===== config.mk =====
export PLATFORM = sky130hd
export DESIGN_NAME = hbss_ram
export DESIGN_NICKNAME = d
export VERILOG_FILES = /design/src/hw/rtl/hbss_ram.sv
export SDC_FILE = /design/constraint.sdc
export NUM_CORES = 2
export LEC_CHECK = 0
export BUFFER_PORTS_ARGS = -buffer_cell sky130_fd_sc_hd__buf_2
export CAP_MARGIN = 20
export CORE_UTILIZATION = 54
export CTS_CLUSTER_SIZE = 30
export DETAILED_ROUTE_END_ITERATION = 16
export PLACE_DENSITY_LB_ADDON = 0.1
export SLEW_MARGIN = 30
export SYNTH_ARGS = -nofsm -noshare
export SYNTH_HDL_FRONTEND = slang
export SYNTH_SLANG_ARGS = --single-unit

===== constraint.sdc =====
create_clock -name clk -period 7.45 [get_ports clk]
set_input_delay 1.49 -clock clk [delete_from_list [all_inputs] [get_ports clk]]
set_output_delay 1.49 -clock clk [all_outputs]
set_load 0.02 [all_outputs]

===== src/hw/rtl/hbss_ram.sv =====
// Generic single-port-write, single-port-read RAM with a registered read.
// No dependencies.
module hbss_ram #(
  parameter int unsigned WIDTH = 64,
  parameter int unsigned DEPTH = 64
) (
  input  logic                     clk,
  input  logic                     we,
  input  logic [$clog2(DEPTH)-1:0] waddr,
  input  logic [WIDTH-1:0]         wdata,
  input  logic [$clog2(DEPTH)-1:0] raddr,
  output logic [WIDTH-1:0]         rdata
);

  logic [WIDTH-1:0] mem [DEPTH];

  // Write port and registered read port.
  always_ff @(posedge clk) begin
    if (we) mem[waddr] <= wdata;
    rdata <= mem[raddr];
  end

endmodule


==> summary.md <==
| Metric | Value |
|---|---|
| Initial antenna violation count | `28` |
| Int Pwr | `38.5 mW` |
| CP max stage delay | `a little over 0.7 ns` |
| Critical Path Sink Type | `flop` |
| IO Port Bufs | `141` |
| Worst-case reg-to-reg path depth | `5` |
| 1st-pass router iterations | `6` |
| Yosys top cell area share | `between 70% and 80%` |
| Status | `completed` |
| Slew @ Worst Pin | `between 1 and 1.5 ns` |
| Hold depth | `4` |
| Top-count cell post-synth | `edfxtp_1` |
| Maximum clock insertion buffer count | `4` |
| Worst vdd ir | `0.000241 V` |
| Switching Share | `21.3%` |
| Row Count | `197` |
| RSZ-0062 raised after global routing | `false` |
| Worst slew margin | `between 20% and 30%` |
| Post-Syn Nets | `approximately 6700` |
| Core region area | `288000 µm²` |
| Setup_tns | `0 ns` |
| Cell chain of the critical path | `buf_8 > nor2b_4 > buf_4 > buf_4 > a22oi_1 > and3_1 > a211oi_1` |
| Post-synth EDFFs | `4096` |
| Final nets | `7117` |
| Die Ht | `~540 µm` |
| Post-synth top cells | `edfxtp_1 (4096), mux4_2 (1024), buf_2 (170)` |
| CTS tree | `done` |
| Remaining global-route overflow | `0` |
| Tcrit/Tclk final | `52.0%` |
| P&R area growth vs syn | `13.4%` |
| Clk sink count | `around 4200` |
| Share of cells above drive strength 1 | `28.7%` |
| Initial core utilization | `54.3%` |
| Fill count | `19500` |
| Power share of the clock group | `42.2%` |
| DIE AREA | `292000 µm²` |
| Avg WL per Cell | `37.8 µm` |
| Pins over their slew limit | `0` |
| Vias | `75500` |
| Top post-synthesis cells by area | `edfxtp_1 (79%), mux4_2 (15%), mux2i_1 (0.86%)` |
| Leakage power total | `55.4 nW` |
| Post-synth top area cell | `edfxtp_1` |
| Achievable Freq | `around 0.26 GHz` |
| Post-synthesis sequential element count | `about 4200` |
| PwrDens | `276 nW/µm²` |
| Worst Skew | `0.0536 ns` |
| Clock latency on the worst-skew pair | `0.96 ns` |
| Clk root buf | `clkbuf_16` |
| Final core occ | `61.6%` |
| Max cap viols | `0` |
| Synth unique cells | `33` |
| Largest net degree at the start of global routing | `135` |
| Gr usage total | `29.2%` |
| Post-Route WL | `between 400 and 500 mm` |
| Synth Flop Type | `edfxtp_1` |
| Hold WC Path Type | `reg2reg` |
| Startpoint Class | `input port` |
| Number of remaining DRC errors | `0` |
| Critical path type | `in2reg` |
| Power share of the combinational group | `4.7%` |
| Worst EP arrival | `about 4.6 ns` |
| Setup violations, final | `0` |
| CP max stage cell | `a211oi_1` |
| # hold bufs at CTS | `0` |
| Hpwl dp | `235 mm` |
| Number of global-route vias before repair | `75600` |
| Minimum clock period | `3.87 ns` |
| Flop pwr share | `53.2%` |
| Sequential area share after synthesis | `79.5%` |
| YS warnings | `0` |
| Worst-path clk slew | `~0.060 ns` |
| GPL Wtd Cong | `roughly 0.79` |
| Switching Power | `10.4 mW` |
| Worst-path fanout max | `47` |
| Post-Synthesis Cells | `6598` |
| Buffers inserted by post-CTS timing repair | `0` |
| DR vias/cell | `6.75` |
| Asr flop ratio synth | `0%` |
| Area of the mapped netlist | `156000 µm²` |
| Cts repair resizes | `0` |
| Synthesized area per cell | `23.7 µm²` |
| Detail Route Antenna Nets | `0` |
| First-pass GRT wire length | `592 mm` |
| Ports | `142` |
| Die outline width | `540 µm` |
| Final Hold Viols | `0` |
| CP dominant cell by count | `buf_4` |
| Initial DRC Count | `9884` |
| H-tree Lvls | `5` |
| CTS Buf Count | `415` |
| Required @ worst endpoint | `8.22 ns` |
[stage by stage]
stage	hold slack, ns	total power, mW	worst slack, ns	std cells	area, µm²
after floorplan	0.788	27.7	0.524	6598	156000
after detailed placement	0.833	28.8	2.61	10400	164000
final	0.833	49.0	3.58	11200	177000
after global routing	0.895	50.2	3.53	11200	177000
after global placement	0.824	28.8	2.58	10400	163000
after CTS	0.834	49.2	3.63	11200	177000
[final cells by class]
cell class | count | area (µm²) | share of cell area, %
clock buffers | 544 | 11200 | 6.32
diodes | 14 | 35.0 | 0.0198
well taps | 3781 | 4730 | 2.67
inverters | 19 | 71.3 | 0.0402
flip-flops and latches | 4160 | 124000 | 70.1
multi-input cells | 2049 | 30800 | 17.4
clock inverters | 221 | 2250 | 1.27
repair buffers | 394 | 3970 | 2.24
[power groups by stage]
| stage | Clock, mW | Sequential (mW) | Combinational [mW] |
|---|---|---|---|
| global placement | 0 | 26.5 | 2.24 |
| detailed placement | 0 | 26.5 | 2.29 |
| CTS | 20.9 | 26.0 | 2.29 |
| finish | 20.6 | 26.0 | 2.28 |
| global route | 21.7 | 26.0 | 2.40 |
| floorplan | 0 | 26.5 | 1.21 |
[cells by family (layout without fill, tap and decap cells)]
logic type	count (synthesis)	count (layout)	synth area share, %
buf+inv	389	1178	1.18
compound gates	504	504	2.48
simple gates	386	386	1.24
other cells	0	14	0
mux	1159	1159	15.6
flops	4160	4160	79.5
[critical path, delay by kind of cell]
| kind | cells | cell delay [ns] |
|---|---|---|
| compound gates | 2 | 0.86 |
| simple gates | 2 | 0.72 |
| buf+inv | 3 | 1.43 |
[cell usage in the layout, fill, tap and decap left out, types with 45 or more instances in the layout]
| cell | instances |
|---|---|
| edfxtp_1 | 4096 |
| mux4_2 | 1024 |
| clkbuf_16 | 421 |
| buf_4 | 230 |
| a22oi_1 | 168 |
| mux2i_1 | 135 |
| clkbuf_1 | 102 |
| a22o_1 | 88 |
| o22ai_1 | 83 |
| buf_2 | 82 |
| clkinv_2 | 78 |
| clkinv_1 | 68 |
| nor2_4 | 65 |
| and3_1 | 64 |
| dfxtp_1 | 64 |
| a211oi_1 | 63 |
| nand2_1 | 54 |
| nor2_1 | 47 |
| buf_12 | 47 |
| nand3_1 | 45 |
[state kept, by name, indices dropped and copies added (netlist names)]
register	cells
mem	4096
rdata	64
[layer usage]
metal / global-route usage, % / up-vias / wire, µm
met5: 0 / - / 64
met4: 7.27 / 10 / 11200
met3: 5.40 / 606 / 38900
met2: 46.2 / 3907 / 204000
met1: 42.6 / 41600 / 169000
li1: - / 29400 / -
[worst paths after layout]
check / slack (ns) / endpoint / from
min reg2reg: 0.83 / rdata[61] / mem[20][61]
max reg2reg: 5.25 / rdata[20] / mem[51][20]
min: 0.83 / rdata[61] / mem[20][61]
max: 3.58 / rdata[6] / raddr[2]
No activity file was read; power rests on OpenSTA's default activity.
